==> src/rtl/core/clnif_pkg.sv <==
`timescale 1ns / 1ps

package clnif_pkg;

	// Request codes carried in the action field.
	localparam logic [2:0] ACT_WRITE_CHAR = 3'd0;
	localparam logic [2:0] ACT_RAW_CMD    = 3'd1;
	localparam logic [2:0] ACT_MOVE       = 3'd2;
	localparam logic [2:0] ACT_CLEAR      = 3'd3;
	localparam logic [2:0] ACT_INIT       = 3'd4;

	// Configuration register indexes.
	localparam int unsigned CFG_INDEX_W = 3;
	localparam int unsigned CFG_DATA_W  = 7;
	localparam logic [CFG_INDEX_W-1:0] CFG_LINE_COUNT  = 3'd0;
	localparam logic [CFG_INDEX_W-1:0] CFG_COL_COUNT   = 3'd1;
	localparam logic [CFG_INDEX_W-1:0] CFG_LINE1_START = 3'd2;
	localparam logic [CFG_INDEX_W-1:0] CFG_LINE2_START = 3'd3;
	localparam logic [CFG_INDEX_W-1:0] CFG_LINE3_START = 3'd4;
	localparam logic [CFG_INDEX_W-1:0] CFG_LINE4_START = 3'd5;

	// Configuration reset values.
	localparam logic [2:0] RST_LINE_COUNT  = 3'd2;
	localparam logic [6:0] RST_COL_COUNT   = 7'd16;
	localparam logic [6:0] RST_LINE1_START = 7'h00;
	localparam logic [6:0] RST_LINE2_START = 7'h40;
	localparam logic [6:0] RST_LINE3_START = 7'h14;
	localparam logic [6:0] RST_LINE4_START = 7'h54;

	// Display command bytes.
	localparam logic [7:0] DDRAM_BASE     = 8'h80;
	localparam logic [7:0] CMD_CLEAR      = 8'h01;
	localparam logic [7:0] CMD_DISPLAY_OFF = 8'h08;
	localparam logic [7:0] CMD_ENTRY_MODE = 8'h06;
	localparam logic [7:0] FUNC_SET_1LINE = 8'h20;
	localparam logic [7:0] FUNC_SET_2LINE = 8'h28;
	localparam logic [3:0] NIB_WAKE       = 4'h3;
	localparam logic [3:0] NIB_4BIT       = 4'h2;

	// Waits in microseconds.
	localparam logic [13:0] WAIT_CMD_BEFORE = 14'd10;
	localparam logic [13:0] WAIT_CMD_AFTER  = 14'd2010;
	localparam logic [13:0] WAIT_CHR        = 14'd10;
	localparam logic [13:0] WAIT_POWER      = 14'd15000;
	localparam logic [13:0] WAIT_WAKE       = 14'd2000;
	localparam logic [13:0] WAIT_INIT_END   = 14'd4020;

	// Strobe index of the final strobe of an initialization.
	localparam logic [3:0] INIT_LAST = 4'd13;

	typedef struct packed {
		logic [2:0] action;
		logic [7:0] value;
		logic [5:0] target_col;
		logic [1:0] target_line;
	} req_t;

	typedef struct packed {
		logic [3:0]  bus_nibble;
		logic        reg_select;
		logic [13:0] wait_before_us;
		logic [13:0] wait_after_us;
		logic [7:0]  cursor_col;
		logic [1:0]  cursor_line;
		logic        last;
	} strobe_t;

	typedef enum logic [1:0] {
		JOB_CHAR,
		JOB_CMD,
		JOB_INIT
	} job_kind_t;

	// One classified request as it waits between front and back.
	typedef struct packed {
		job_kind_t  kind;
		logic [7:0] byte0;
		logic [7:0] byte1;
		logic       wrap;
		logic [7:0] cur_col;
		logic [1:0] cur_line;
	} job_t;

endpackage

==> src/rtl/core/char_lcd_nibble_interface_unit.sv <==
`timescale 1ns / 1ps

// Character LCD driver for a 4-bit bus. Each request (write character, raw
// command, move cursor, clear or initialize) turns into a list of enable
// strobes, one result transfer per strobe: two for a character or command,
// four for a character that wraps onto the next line (the data byte and then
// a cursor-address command), and fourteen for initialization. Each transfer
// carries the nibble for D7..D4, the register-select bit, the idle time
// needed before and after the strobe, the cursor position after the whole
// request, and a last flag on the request's final strobe. The front end takes
// one request per cycle while the queue is not full, updates the tracked
// cursor and classifies it into a job; a queue of QUEUE_DEPTH jobs sits
// between it and the strobe sequencer, which sends one strobe per cycle while
// the consumer pops and so sets the sustained rate. Request codes 5 to 7 are
// taken and dropped with no strobes. Configuration writes take effect on the
// next clock and must only be made while no request is in flight.
module char_lcd_nibble_interface_unit import clnif_pkg::*; #(
	parameter int unsigned QUEUE_DEPTH = 2
) (
	input  logic                   clk,
	input  logic                   arst_n,
	input  logic                   push,
	output logic                   full,
	input  req_t                   req,
	output logic                   empty,
	input  logic                   pop,
	output strobe_t                strobe,
	input  logic                   cfg_write,
	input  logic [CFG_INDEX_W-1:0] cfg_index,
	input  logic [CFG_DATA_W-1:0]  cfg_data
);

	logic job_push;
	job_t job;
	logic head_valid;
	job_t head_job;
	logic head_pop;

	// Front end: configuration registers, cursor tracking, classification.
	clnif_front u_front (
		.clk       (clk),
		.arst_n    (arst_n),
		.push      (push),
		.req       (req),
		.full      (full),
		.cfg_write (cfg_write),
		.cfg_index (cfg_index),
		.cfg_data  (cfg_data),
		.job_push  (job_push),
		.job       (job)
	);

	// The queue decouples request intake from strobe delivery.
	clnif_job_queue #(
		.DEPTH (QUEUE_DEPTH)
	) u_queue (
		.clk        (clk),
		.arst_n     (arst_n),
		.push       (job_push),
		.push_job   (job),
		.full       (full),
		.pop        (head_pop),
		.head_valid (head_valid),
		.head_job   (head_job)
	);

	// Back end: walks each job one strobe per cycle into the output register while it is empty or popped.
	clnif_back u_back (
		.clk        (clk),
		.arst_n     (arst_n),
		.head_valid (head_valid),
		.head_job   (head_job),
		.head_pop   (head_pop),
		.empty      (empty),
		.pop        (pop),
		.strobe     (strobe)
	);

endmodule

==> src/rtl/core/clnif_front.sv <==
`timescale 1ns / 1ps

module clnif_front import clnif_pkg::*; (
	input  logic                   clk,
	input  logic                   arst_n,
	input  logic                   push,
	input  req_t                   req,
	input  logic                   full,
	input  logic                   cfg_write,
	input  logic [CFG_INDEX_W-1:0] cfg_index,
	input  logic [CFG_DATA_W-1:0]  cfg_data,
	output logic                   job_push,
	output job_t                   job
);

	logic [2:0] line_count_q;
	logic [6:0] col_count_q;
	logic [6:0] line_start_q [4];
	logic [7:0] cursor_col_q;
	logic [1:0] cursor_line_q;

	logic       accept;
	logic       job_valid;
	logic [2:0] next_row3;
	logic [1:0] wrap_row;
	logic [7:0] col_inc;
	logic       wrap;
	logic [1:0] sel_line;
	logic [7:0] sel_col;
	logic [6:0] start_v;
	logic [7:0] addr;
	logic [7:0] func_set;

	// Lines beyond the configured count fall on the last configured line.
	function automatic logic [1:0] line_index(input logic [2:0] lc, input logic [1:0] line);
		logic [2:0] lim;
		lim = ((lc > 3'd4) ? 3'd4 : lc) - 3'd1;
		if (lc <= 3'd1) begin
			return 2'd0;
		end
		return ({1'b0, line} < lim) ? line : lim[1:0];
	endfunction

	assign accept   = push && !full;
	assign job_push = accept && job_valid;

	always_comb begin
		next_row3 = {1'b0, cursor_line_q} + 3'd1;
		wrap_row  = (next_row3 >= line_count_q || next_row3 > 3'd3) ? 2'd0 : next_row3[1:0];
		col_inc   = cursor_col_q + 8'd1;
		wrap      = col_inc >= {1'b0, col_count_q};
		sel_line  = (req.action == ACT_MOVE) ? req.target_line : wrap_row;
		sel_col   = (req.action == ACT_MOVE) ? {2'b00, req.target_col} : 8'd0;
		start_v   = line_start_q[line_index(line_count_q, sel_line)];
		addr      = DDRAM_BASE + {1'b0, start_v} + sel_col;
		func_set  = (line_count_q == 3'd1) ? FUNC_SET_1LINE : FUNC_SET_2LINE;

		job_valid    = 1'b1;
		job.kind     = JOB_CMD;
		job.byte0    = req.value;
		job.byte1    = addr;
		job.wrap     = 1'b0;
		job.cur_col  = cursor_col_q;
		job.cur_line = cursor_line_q;
		unique case (req.action)
			ACT_WRITE_CHAR: begin
				job.kind     = JOB_CHAR;
				job.wrap     = wrap;
				job.cur_col  = wrap ? 8'd0 : col_inc;
				job.cur_line = wrap ? wrap_row : cursor_line_q;
			end
			ACT_RAW_CMD: begin
				job.kind = JOB_CMD;
			end
			ACT_MOVE: begin
				job.byte0    = addr;
				job.cur_col  = {2'b00, req.target_col};
				job.cur_line = req.target_line;
			end
			ACT_CLEAR: begin
				job.byte0    = CMD_CLEAR;
				job.cur_col  = 8'd0;
				job.cur_line = 2'd0;
			end
			ACT_INIT: begin
				job.kind     = JOB_INIT;
				job.byte1    = func_set;
				job.cur_col  = 8'd0;
				job.cur_line = 2'd0;
			end
			default: begin
				job_valid = 1'b0;
			end
		endcase
	end

	always_ff @(posedge clk or negedge arst_n) begin
		if (!arst_n) begin
			line_count_q    <= RST_LINE_COUNT;
			col_count_q     <= RST_COL_COUNT;
			line_start_q[0] <= RST_LINE1_START;
			line_start_q[1] <= RST_LINE2_START;
			line_start_q[2] <= RST_LINE3_START;
			line_start_q[3] <= RST_LINE4_START;
			cursor_col_q    <= 8'd0;
			cursor_line_q   <= 2'd0;
		end else begin
			if (cfg_write) begin
				unique case (cfg_index)
					CFG_LINE_COUNT:  line_count_q    <= cfg_data[2:0];
					CFG_COL_COUNT:   col_count_q     <= cfg_data;
					CFG_LINE1_START: line_start_q[0] <= cfg_data;
					CFG_LINE2_START: line_start_q[1] <= cfg_data;
					CFG_LINE3_START: line_start_q[2] <= cfg_data;
					CFG_LINE4_START: line_start_q[3] <= cfg_data;
					default: ;
				endcase
			end
			if (job_push) begin
				cursor_col_q  <= job.cur_col;
				cursor_line_q <= job.cur_line;
			end
		end
	end

	a_clear_homes: assert property (@(posedge clk) disable iff (!arst_n)
		(accept && (req.action == ACT_CLEAR || req.action == ACT_INIT))
		|=> (cursor_col_q == 8'd0 && cursor_line_q == 2'd0))
		else $error("cursor not homed after clear or initialization");

endmodule

==> src/rtl/core/clnif_job_queue.sv <==
`timescale 1ns / 1ps

module clnif_job_queue import clnif_pkg::*; #(
	parameter int unsigned DEPTH = 2
) (
	input  logic clk,
	input  logic arst_n,
	input  logic push,
	input  job_t push_job,
	output logic full,
	input  logic pop,
	output logic head_valid,
	output job_t head_job
);

	localparam int unsigned PTR_W = $clog2(DEPTH);
	localparam int unsigned CNT_W = $clog2(DEPTH + 1);

	job_t             entries_q [DEPTH];
	logic [PTR_W-1:0] wr_ptr_q;
	logic [PTR_W-1:0] rd_ptr_q;
	logic [CNT_W-1:0] count_q;
	logic             do_push;
	logic             do_pop;

	assign full       = count_q == CNT_W'(DEPTH);
	assign head_valid = count_q != '0;
	assign head_job   = entries_q[rd_ptr_q];
	assign do_push    = push && !full;
	assign do_pop     = pop && head_valid;

	always_ff @(posedge clk) begin
		if (do_push) begin
			entries_q[wr_ptr_q] <= push_job;
		end
	end

	always_ff @(posedge clk or negedge arst_n) begin
		if (!arst_n) begin
			wr_ptr_q <= '0;
			rd_ptr_q <= '0;
			count_q  <= '0;
		end else begin
			if (do_push) begin
				wr_ptr_q <= (wr_ptr_q == PTR_W'(DEPTH - 1)) ? '0 : wr_ptr_q + 1'b1;
			end
			if (do_pop) begin
				rd_ptr_q <= (rd_ptr_q == PTR_W'(DEPTH - 1)) ? '0 : rd_ptr_q + 1'b1;
			end
			if (do_push && !do_pop) begin
				count_q <= count_q + 1'b1;
			end else if (do_pop && !do_push) begin
				count_q <= count_q - 1'b1;
			end
		end
	end

	a_no_push_full: assert property (@(posedge clk) disable iff (!arst_n)
		push |-> !full)
		else $error("job pushed into a full queue");

	a_count_bound: assert property (@(posedge clk) disable iff (!arst_n)
		count_q <= CNT_W'(DEPTH))
		else $error("job queue count out of range");

endmodule

==> src/rtl/core/clnif_back.sv <==
`timescale 1ns / 1ps

module clnif_back import clnif_pkg::*; (
	input  logic    clk,
	input  logic    arst_n,
	input  logic    head_valid,
	input  job_t    head_job,
	output logic    head_pop,
	output logic    empty,
	input  logic    pop,
	output strobe_t strobe
);

	logic [3:0] step_q;
	logic       out_valid_q;
	strobe_t    out_q;
	strobe_t    next_strobe;
	logic       advance;

	// Builds strobe number k of a job.
	function automatic strobe_t make_strobe(input job_t job, input logic [3:0] k);
		strobe_t    s;
		logic [7:0] byte_v;
		logic       is_data;
		logic       hi;
		logic [3:0] k_last;
		s             = '0;
		s.cursor_col  = job.cur_col;
		s.cursor_line = job.cur_line;
		hi            = !k[0];
		byte_v        = job.byte0;
		is_data       = 1'b0;
		k_last        = 4'd1;
		unique case (job.kind)
			JOB_CHAR: begin
				is_data = k[3:1] == 3'd0;
				byte_v  = is_data ? job.byte0 : job.byte1;
				k_last  = job.wrap ? 4'd3 : 4'd1;
			end
			JOB_INIT: begin
				k_last = INIT_LAST;
				case (k[3:1])
					3'd2:    byte_v = job.byte1;
					3'd3:    byte_v = CMD_DISPLAY_OFF;
					3'd4:    byte_v = CMD_CLEAR;
					3'd5:    byte_v = CMD_ENTRY_MODE;
					default: byte_v = job.byte0;
				endcase
			end
			default: begin
				byte_v = job.byte0;
			end
		endcase
		s.bus_nibble     = hi ? byte_v[7:4] : byte_v[3:0];
		s.reg_select     = is_data;
		s.wait_before_us = hi ? WAIT_CMD_BEFORE : 14'd0;
		if (hi) begin
			s.wait_after_us = 14'd0;
		end else begin
			s.wait_after_us = is_data ? WAIT_CHR : WAIT_CMD_AFTER;
		end
		// Wake-up nibbles and the switch to the 4-bit bus.
		if (job.kind == JOB_INIT && k < 4'd4) begin
			s.bus_nibble     = (k == 4'd3) ? NIB_4BIT : NIB_WAKE;
			s.wait_before_us = (k == 4'd0) ? WAIT_POWER : 14'd0;
			s.wait_after_us  = (k == 4'd3) ? 14'd0 : WAIT_WAKE;
		end
		if (job.kind == JOB_INIT && k == INIT_LAST) begin
			s.wait_after_us = WAIT_INIT_END;
		end
		s.last = k == k_last;
		return s;
	endfunction

	assign next_strobe = make_strobe(head_job, step_q);
	assign advance     = head_valid && (!out_valid_q || pop);
	assign head_pop    = advance && next_strobe.last;
	assign empty       = !out_valid_q;
	assign strobe      = out_q;

	always_ff @(posedge clk) begin
		if (advance) begin
			out_q <= next_strobe;
		end
	end

	always_ff @(posedge clk or negedge arst_n) begin
		if (!arst_n) begin
			step_q      <= 4'd0;
			out_valid_q <= 1'b0;
		end else begin
			if (advance) begin
				out_valid_q <= 1'b1;
				step_q      <= next_strobe.last ? 4'd0 : step_q + 4'd1;
			end else if (pop) begin
				out_valid_q <= 1'b0;
			end
		end
	end

	a_step_has_job: assert property (@(posedge clk) disable iff (!arst_n)
		(step_q != 4'd0) |-> head_valid)
		else $error("strobe sequencer mid-job without a job");

	a_step_bound: assert property (@(posedge clk) disable iff (!arst_n)
		step_q <= INIT_LAST)
		else $error("strobe index out of range");

	a_cmd_short: assert property (@(posedge clk) disable iff (!arst_n)
		(head_valid && head_job.kind == JOB_CMD) |-> (step_q < 4'd2))
		else $error("command job ran past two strobes");

endmodule

==> config.mk <==
export PLATFORM = sky130hd
export DESIGN_NAME = char_lcd_nibble_interface_unit
export DESIGN_NICKNAME = d
export VERILOG_FILES = /design/src/rtl/core/clnif_pkg.sv /design/src/rtl/core/char_lcd_nibble_interface_unit.sv /design/src/rtl/core/clnif_front.sv /design/src/rtl/core/clnif_job_queue.sv /design/src/rtl/core/clnif_back.sv
export SDC_FILE = /design/constraint.sdc
export NUM_CORES = 1
export LEC_CHECK = 0
export BUFFER_PORTS_ARGS = -buffer_cell sky130_fd_sc_hd__buf_2
export CAP_MARGIN = 20
export CORE_MARGIN = 2
export CORE_UTILIZATION = 59
export DETAILED_ROUTE_END_ITERATION = 12
export PLACE_DENSITY = 0.86
export SLEW_MARGIN = 20
export SYNTH_ARGS = -nofsm -noshare
export SYNTH_HDL_FRONTEND = slang
export SYNTH_SLANG_ARGS = --single-unit
export TNS_END_PERCENT = 20
==> constraint.sdc <==
create_clock -name clk -period 5.65 [get_ports clk]
set_clock_uncertainty 0.15 [all_clocks]
set_input_delay 1.4125 -clock clk [delete_from_list [all_inputs] [get_ports clk]]
set_output_delay 1.4125 -clock clk [all_outputs]
set_load 0.1 [all_outputs]
# Yosys cells after proc, flatten, opt, wreduce, memory -nomap -nowiden
# Memories as Yosys holds them, arrays and structs flattened.
# Index checks and enable logic that the tools add are counted.
word_totals:
  reg_bits: 101
  output_inout_bits: 46
  memories: 1
  ramBits: 58
  input_bits: 34
  elab_cells: 135
mem_list:
  columns: ["memory", "words", "width", "read_ports", "rd_clocked_by_memory_dff", "wr", "line", "rtl"]
  rows:
  - ["u_queue.entries_q", 2, 29, 1, 0, 1, "clnif_job_queue.sv:19", "job_t entries_q [DEPTH];"]
classes:
  reduce_logical: 32
  order_cmp: 8
  n_eq_ne: 19
  bitwise_logic: 1
  n_addsub: 10
  muxes: 44
ops:
  columns: ["cell", "count"]
  rows:
  - ["8-bit case mux with 2 select lines", 2]
  - ["8-bit case mux with 4 select lines", 1]
  - ["10-bit case mux with 3 select lines", 1]
  - ["14-bit 2-to-1 mux", 2]
  - ["28-bit 2-to-1 mux", 1]
  - ["8-bit 2-to-1 mux", 3]
  - ["11-bit 2-to-1 mux", 2]
  - ["4-bit 2-to-1 mux", 5]
  - ["3-bit by 2-bit == test with 1-bit output (second input constant)", 6]
  - ["2-bit 2-to-1 mux", 9]
  - ["3-bit == test (second input constant)", 5]
  - ["7-bit binary-select mux with 2-bit select", 1]
  - ["7-bit 2-to-1 mux", 2]
  - ["2-bit AND reduction", 6]
  - ["1-bit 2-to-1 mux", 11]
  - ["1-bit logical AND", 10]
  - ["3-bit by 1-bit == test with 1-bit output (second input constant)", 3]
  - ["3-bit logical NOT", 3]
  - ["8-bit by 1-bit adder with 8-bit output (second input constant)", 1]
  - ["8-bit by 7-bit adder with 8-bit output (first input constant)", 1]
  - ["8-bit adder", 1]
  - ["8-bit by 7-bit >= comparator with 1-bit output", 1]
  - ["4-bit case mux with 2 select lines", 1]
  - ["6-bit 2-to-1 mux", 1]
  - ["other kinds (27)", 35]

# Longest topological paths before layout
# Gate-level depths: netlist of the first run.
logic_depth:
  word_depth: 15
  depth_mapped: 21
  ltp_nobuf: 20

# Modules after synthesis
# From an unflattened synthesis of the first run, not the netlist that was laid out.
unflattened:
  cells_unflattened: 588
  area_unflattened_um2: 7149.4
by_module_without_submodules:
  columns: ["mod", "area_each_um2", "cells_each", "instances", "seq_area_each_um2"]
  rows:
  - ["clnif_front", 3201.8, 327, 1, 1211.2]
  - ["clnif_job_queue", 2309.7, 109, 1, 1841.8]
  - ["clnif_back", 1637.8, 152, 1, 815.8]

# Worst setup path before layout of the first run
# No wires, ideal clock.
synth_timing:
  path_kind: "in2reg"
  startpoint: "input port req[17] (netlist bit)"
  endpoint: "memory u_queue.entries_q[0][25] (netlist bit) (data pin)"
  arrival_time_ps: 4899
  setup_slack_ps: 338
  path_stages: 17
  cell_sequence: "nor3b_2 > a2111oi_0 > or2_1 > ha_1 > a21oi_1 > a311oi_2 > mux2i_1 > clkbuf_1 > a21oi_1 > ha_1 > fa_1 > a21o_1 > a21oi_1 > o21bai_1 > a21oi_1 > xor2_1 > o21ai_1"
synth_rtl:
  columns: ["item", "line", "rtl"]
  rows:
  - ["from (decl)", "char_lcd_nibble_interface_unit.sv:24", "input req_t req,"]
  - ["to (decl)", "clnif_job_queue.sv:19", null]

==> impl_metrics.py, run 1 <==
metrics = {
    "setup_path": {
        "path_cells": "buf_2 -> nor3b_2 -> buf_4 -> and2_1 -> or2_1 -> ha_1 -> nor4b_1 -> a31oi_1 -> a32oi_2 -> nor2b_1 -> a211oi_1 -> a21oi_1 -> ha_1 -> fa_1 -> a21o_1 -> a21oi_1 -> o21bai_1 -> a21oi_1 -> xor2_1 -> o21ai_1",
        "slowest_stage": "fa_1",
        "path_class": "input port to register",
        "setup.worst_path.end_class": "register",
        "arrival_ns": 5.26,
        "critPathRequiredTime_ns": 5.66,
        "slowest_delay_ns": 0.39,
        "setup.worst_path.start_class": "input port",
        "crit_fanout": 15,
        "cpMostUsedCell": "a21oi_1",
    },
    "cts": {
        "clock_path_buffers": 2,
        "cts-root-buf": "clkbuf_16",
        "clock-sinks": 138,
        "numCtsBuffers": 17,
        "cts.reportedPaths.clkPinSlew_ns": 0.06,
        "htreeDepth": 4,
        "clock_latency_ns": 0.42,
        "cts_tree": "done",
    },
    "yosys": {
        "ys_ff_latch": 138,
        "synth_top_family_by_area": "compound AO/OA/AOI/OAI gates",
        "async_flop_share": 0.413,
        "synth_compound_area_frac": 0.123,
        "syn_inst": 571,
        "syn_avg_cell_area_um2": 12.2,
        "synth-simple-area-share": 0.0976,
        "yosys_warnings": 0,
        "syn_area_um2": 6950,
        "synth_xor_area_frac": 0.0227,
        "synthAdderAreaFrac": 0.0479,
        "synth_flop_cell": "edfxtp_1",
        "yosysSeqAreaShare": 0.557,
        "muxShareOfSynthArea": 0.106,
        "synth_cell_types": 66,
        "synth_edf_count": 81,
    },
    "layout": {
        "syn_to_final_growth_pct": 13.7,
        "stdcell_area_um2": 7900,
        "final_util": 0.689,
        "num_antenna_cells": 0,
        "layout.nets": 702,
        "drive_above_1_share": 0.252,
    },
    "hold_path": {
        "worstHoldPathType": "register to register",
    },
    "global_route": {
        "grt_max_degree": 58,
        "grt.total_usage": 0.241,
        "overflow": 0,
        "grt_pass1_wl_um": 23700,
        "antenna_found_initial": 0,
        "grt_pass1_vias": 4743,
    },
    "floorplanning": {
        "ioPinCount": 80,
        "die_x_um": 113,
        "fp.coreArea_um2": 11500,
        "die_area_um2": 12700,
        "rows": 39,
        "start_util": 0.606,
        "dieHeight_um": 113,
    },
    "power": {
        "peakVddDrop_mv": 0.952,
        "p_leak_nw": 3.33,
        "power_mw": 4.50,
        "powerDensity_nw_per_um2": 569,
    },
    "route": {
        "wire_per_inst_um": 18.1,
        "top_layer": "met4",
        "dr.first_iter.drc_count": 536,
        "drc": 0,
        "met1_length_um": 6040,
        "wl_met2_um": 7160,
        "wl_met3_um": 826,
        "drt-pass1-iter-count": 6,
        "vias": 4756,
        "drtAntennaViolNets": 0,
        "wirelength_um": 14400,
        "via_per_inst": 5.97,
    },
    "place": {
        "dpl_cell_area_um2": 7380,
        "dp_hpwl_um": 10300,
        "place_congestion": 0.924,
        "placement.io_buffers": 70,
    },
    "flow_run": {
        "max-cap-violations": 0,
    },
    "timing": {
        "fin_crit_ns": 5.25,
        "setup_viol": 0,
        "relSlewSlack": 0.235,
        "rsz0062_at_grt": "no",
        "hold_violations": 0,
        "tns_ns": 0,
        "max_freq_ghz": 0.190,
        "tightest_slew_ns": 1.14,
        "finalCritPeriodShare": 0.930,
        "finalMaxSlewViolations": 0,
    },
    "run_status": {
        "status": "complete, no violations",
    },
}
placed cells by master (no fill, tap or decap), types with 8 or more instances in the layout:
cell / instances
buf_2: 70
dfstp_2: 8
o21ai_0: 12
mux2i_1: 25
o21ai_1: 24
a21oi_1: 24
edfxtp_1: 81
conb_1: 9
nand2b_1: 10
ha_1: 25
nor2_1: 24
mux2_2: 38
buf_4: 10
xnor2_1: 11
clkbuf_16: 17
inv_1: 22
a21o_1: 11
dfrtp_1: 49
and2_1: 13
nor2b_1: 12
nand2_1: 37
flip-flops by register name, indices dropped and copies added, names as in the netlist:
register               cells
u_back.out_valid_q         1
u_back.step_q              4
u_back.strobe             23
u_front.col_count_q        7
u_front.cursor_col_q       8
u_front.cursor_line_q      2
u_front.line_count_q       3
u_front.line_start_q      28
u_queue.count_q            2
u_queue.entries_q         58
u_queue.rd_ptr_q           1
u_queue.wr_ptr_q           1
report_power, final:
group	switching (mW)	internal (mW)	leakage, nW	total, mW
clock	0.408	0.550	0.238	0.958
sequential	0.147	1.40	1.45	1.55
combinational	1.48	0.507	1.65	1.99
Yosys cell counts, types with 5 or more instances:
cell type,number,area share
a22o_1,7,0.0088
buf_4,21,0.023
ha_1,25,0.045
and2_1,13,0.012
mux2i_1,25,0.036
clkbuf_1,11,0.0059
nor2b_1,12,0.011
o221ai_1,5,0.0063
a21o_1,11,0.012
a21oi_1,24,0.017
a211oi_1,6,0.0065
and3_1,7,0.0063
dfrtp_1,49,0.18
nand2_1,37,0.020
edfxtp_1,81,0.35
mux2_1,5,0.0081
xor2_1,7,0.0088
a31oi_1,5,0.0045
nor3_1,6,0.0043
mux2_2,38,0.062
nor2_1,25,0.014
inv_1,22,0.012
nand3_1,5,0.0036
dfstp_2,8,0.030
xnor2_1,11,0.014
o21ai_1,24,0.017
o21ai_0,12,0.0086
nand2b_1,10,0.0090
worst max-delay path, delay by kind of cell:
kind	cells	cell delay, ns
buf+inv	2	0.40
simple gates	5	0.87
xor+xnor	1	0.22
compound gates	9	1.49
fa+ha+maj	3	0.86
kinds of logic after synthesis:
family,Yosys count
AO/OA/AOI/OAI,126
XOR/XNOR,18
adder cells (fa/ha/maj),26
buffers and inverters,62
flip-flops,138
multiplexers,68
other,1
AND/OR/NAND/NOR,132
repair_timing:
action                     4_1_cts  5_1_grt
hold buffers                     0        0
resized for setup                0        2
setup endpoints to repair        0       14
setup buffers                    0        0
routing by layer:
metal,track usage,up-vias
met4,0.106,0
met1,0.293,2313
met5,0,-
met2,0.411,187
met3,0.0589,33
li1,-,2223
metrics by stage:
step | worst slack, ns | hold WS (ns) | cells
6_report | 0.396 | 0.350 | 797
5_1_grt | 0.0496 | 0.373 | 797
4_1_cts | 0.308 | 0.347 | 797
3_5_place_dp | -0.0811 | 0.335 | 766
3_3_place_gp | 0.134 | 0.323 | 766
2_1_floorplan | 0.338 | 0.300 | 579
cell type report:
type / instances / area [um2]
clock buffer: 18 / 429
clock inverter: 13 / 82.6
fill: 814 / 3570
inverter: 25 / 93.8
multi-input combinational: 379 / 2800
sequential: 138 / 3870
tap: 143 / 179
timing repair buffer: 81 / 445
path summary, 6_finish.rpt:
| path | from | endpoint | slack, ns | cells after the start |
|---|---|---|---|---|
| min in group asynchronous | arst_n | u_back.step_q[0] | 0.97 | 2 |
| worst min-delay path | u_front.line_start_q[25] | u_front.line_start_q[25] | 0.35 | 1 |
| max in group asynchronous | arst_n | u_front.line_start_q[13] | 3.88 | 2 |
| worst max-delay path | req[18] | u_queue.entries_q[0][25] | 0.40 | 20 |
| worst min register to register | u_front.line_start_q[25] | u_front.line_start_q[25] | 0.35 | 1 |
| worst max register to register | u_front.line_count_q[2] | u_queue.entries_q[0][25] | 0.47 | 20 |
No activity file was read; power rests on OpenSTA's default activity.
==> inputs of run 2 (changes only) <==
ABC_AREA = 1   (was not set)
==> run 2 against run 1 <==
Non-clock buffer count down 4. Design area up 2.1%. First-iteration DRC count down 10%. Critical endpoint is now u_queue.entries_q[1][17]. Via count up 11%. Routed wire length up 1.2%.
==> impl_metrics.py, run 2 <==
metrics = {
    "run_status": {
        "status": "complete, no violations",
    },
    "layout": {
        "layout.nets": 881,
        "layout_commonest_cell": "nand2_1",
        "layout_common_cells": "176 x nand2_1, 87 x inv_1, 81 x edfxtp_1",
        "drive_above_1_share": 0.202,
        "syn_to_final_growth_pct": 13.4,
        "top_register": "u_queue.entries_q",
        "num_antenna_cells": 0,
        "largest_reg_flops": 58,
    },
    "timing": {
        "finalMaxSlewViolations": 0,
        "tightest_slew_ns": 0.989,
        "relSlewSlack": 0.338,
        "rsz0062_at_grt": "no",
        "finalCritPeriodShare": 0.885,
        "fin_crit_ns": 5.00,
        "tns_ns": 0,
        "hold_violations": 0,
        "max_freq_ghz": 0.200,
        "setup_viol": 0,
    },
    "global_route": {
        "overflow": 0,
        "grt_pass1_wl_um": 23800,
        "grt_max_degree": 58,
        "grt_pass1_vias": 5069,
        "antenna_found_initial": 0,
        "grt.total_usage": 0.240,
    },
    "cts": {
        "cts-root-buf": "clkbuf_16",
        "cts.reportedPaths.clkPinSlew_ns": 0.06,
        "cts_resized": 0,
        "htreeDepth": 4,
        "clock_latency_ns": 0.42,
        "numCtsBuffers": 17,
        "clock-sinks": 138,
        "post_cts_buffers": 0,
        "clock_path_buffers": 2,
        "cts_tree": "done",
        "cts_hold_buf": 0,
    },
    "yosys": {
        "synth.top_cell.area_share": 0.342,
        "ys_ff_latch": 138,
        "syn_area_um2": 7110,
        "synthTopCellsByArea": "edfxtp_1 34%, dfrtp_1 17%, nand2_1 9.3%",
        "synth_edf_count": 81,
        "synth_cell_types": 51,
        "synthTopCellsByCount": "176 x nand2_1, 87 x inv_1, 81 x edfxtp_1, 62 x o21ai_0, 60 x nor2_1",
        "syn_inst": 756,
        "async_flop_share": 0.413,
        "yosysMostFrequentCell": "nand2_1",
        "synth_flop_cell": "edfxtp_1",
        "syn_avg_cell_area_um2": 9.41,
        "yosys_warnings": 0,
        "yosys.area.top_type": "edfxtp_1",
        "yosysSeqAreaShare": 0.544,
    },
    "hold_path": {
        "hold_start": "u_front.col_count_q[6]",
        "whs_endpoint": "u_front.col_count_q[6]",
        "hold_path_depth": 2,
        "worstHoldPathType": "register to register",
    },
    "setup_path": {
        "worstReg2RegStart": "u_front.cursor_line_q[0]",
        "path_cells": "buf_2 -> inv_1 -> nand3_4 -> inv_2 -> o21a_1 -> inv_1 -> ha_1 -> nand3_2 -> o2111ai_4 -> nand3_2 -> buf_4 -> nor2_1 -> nor2_1 -> a32oi_1 -> ha_1 -> nand3_1 -> and2_1 -> nor2_1 -> nor2_1 -> o21ai_0 -> nand3_2 -> nand2_1 -> nor2_2",
        "path_class": "input port to register",
        "worst-r2r-setup-slack_ns": 0.90,
        "cpMostUsedCell": "nor2_1",
        "worst-r2r-cell-count": 25,
        "critPathRequiredTime_ns": 5.64,
        "timing.rr.end": "u_queue.entries_q[0][17]",
        "crit_fanout": 11,
        "arrival_ns": 4.99,
        "slowest_stage": "ha_1",
        "slowest_delay_ns": 0.31,
        "setup.worst_path.start_class": "input port",
        "setup.worst_path.end_class": "register",
    },
    "route": {
        "via_per_inst": 5.39,
        "vias": 5282,
        "wire_per_inst_um": 14.9,
        "drt-pass1-iter-count": 5,
        "wirelength_um": 14600,
        "drc": 0,
        "dr.first_iter.drc_count": 480,
        "drtAntennaViolNets": 0,
    },
    "floorplanning": {
        "rows": 40,
        "dieHeight_um": 114,
        "ioPinCount": 80,
        "die_area_um2": 13000,
        "start_util": 0.597,
        "fp.coreArea_um2": 11900,
        "die_x_um": 114,
    },
    "flow_run": {
        "max-cap-violations": 0,
    },
    "place": {
        "dp_hpwl_um": 10400,
        "place_congestion": 0.923,
        "placement.io_buffers": 70,
    },
}
## run 2: cell count changes after synthesis, moves of 14 or more
cell     delta
nand3_1    +26
o21ai_1    -20
nand2_1   +139
mux2_2     -38
inv_1      +65
mux2i_1    -22
nor2_1     +35
nand4_1    +14
o21ai_0    +50
## run 2: metal layers
layer | share of wire | up-vias | wire [um] | track usage
li1 | - | 2601 | - | -
met1 | 0.42 | 2433 | 6080 | 0.296
met2 | 0.49 | 208 | 7140 | 0.399
met3 | 0.057 | 40 | 838 | 0.0510
met4 | 0.037 | 0 | 537 | 0.126
met5 | 0 | - | 0 | 0
## run 2: cell families after synthesis
group | Yosys count | synth area share
xor+xnor | 15 | 0.0185
flops | 138 | 0.544
compound gates | 109 | 0.0918
fa+ha+maj | 26 | 0.0468
simple gates | 325 | 0.206
mux | 3 | 0.00422
other cells | 1 | 0.000527
buf+inv | 139 | 0.0887
## run 2: layout make-up
cell class | instances | area [um2]
Timing Repair Buffer | 77 | 403
Fill cell | 895 | 3840
Clock inverter | 12 | 151
Sequential cell | 138 | 3870
Multi-Input combinational cell | 487 | 2650
Tap cell | 147 | 184
Clock buffer | 19 | 433
Inverter | 100 | 375
## run 2: worst max-delay path by stage
stage / startpoint / endpoint / slack (ns) / depth (start not counted)
after detailed placement: req[18] / u_queue.entries_q[1][17] / 0.26 / 23
after global placement: req[18] / u_queue.entries_q[0][17] / 0.46 / 23
after floorplan: req[16] / u_queue.entries_q[0][17] / 0.80 / 25
final: req[16] / u_queue.entries_q[1][17] / 0.65 / 23
after CTS: req[18] / u_queue.entries_q[1][17] / 0.69 / 23
after global routing: req[18] / u_queue.entries_q[1][17] / 0.38 / 23
## run 2: worst max-delay path, delay by kind of cell
family | cells | cell delay [ns]
buf+inv | 5 | 0.73
fa+ha+maj | 2 | 0.56
compound gates | 4 | 0.99
simple gates | 12 | 1.30
## run 2: through the flow
step	utilization	cells	hold WS, ns	worst slack (ns)	instance area, um2
3_3_place_gp	0.628	949	0.318	0.464	7480
2_1_floorplan	-	764	0.303	0.805	7140
4_1_cts	0.677	980	0.339	0.692	8070
5_1_grt	0.677	980	0.357	0.379	8070
3_5_place_dp	0.628	949	0.324	0.261	7480
6_report	0.677	980	0.335	0.647	8070
Power of run 2 is left out: the tool's default activity adds up to more than one toggle a clock period on the data nets, which glitch-free logic cannot reach.
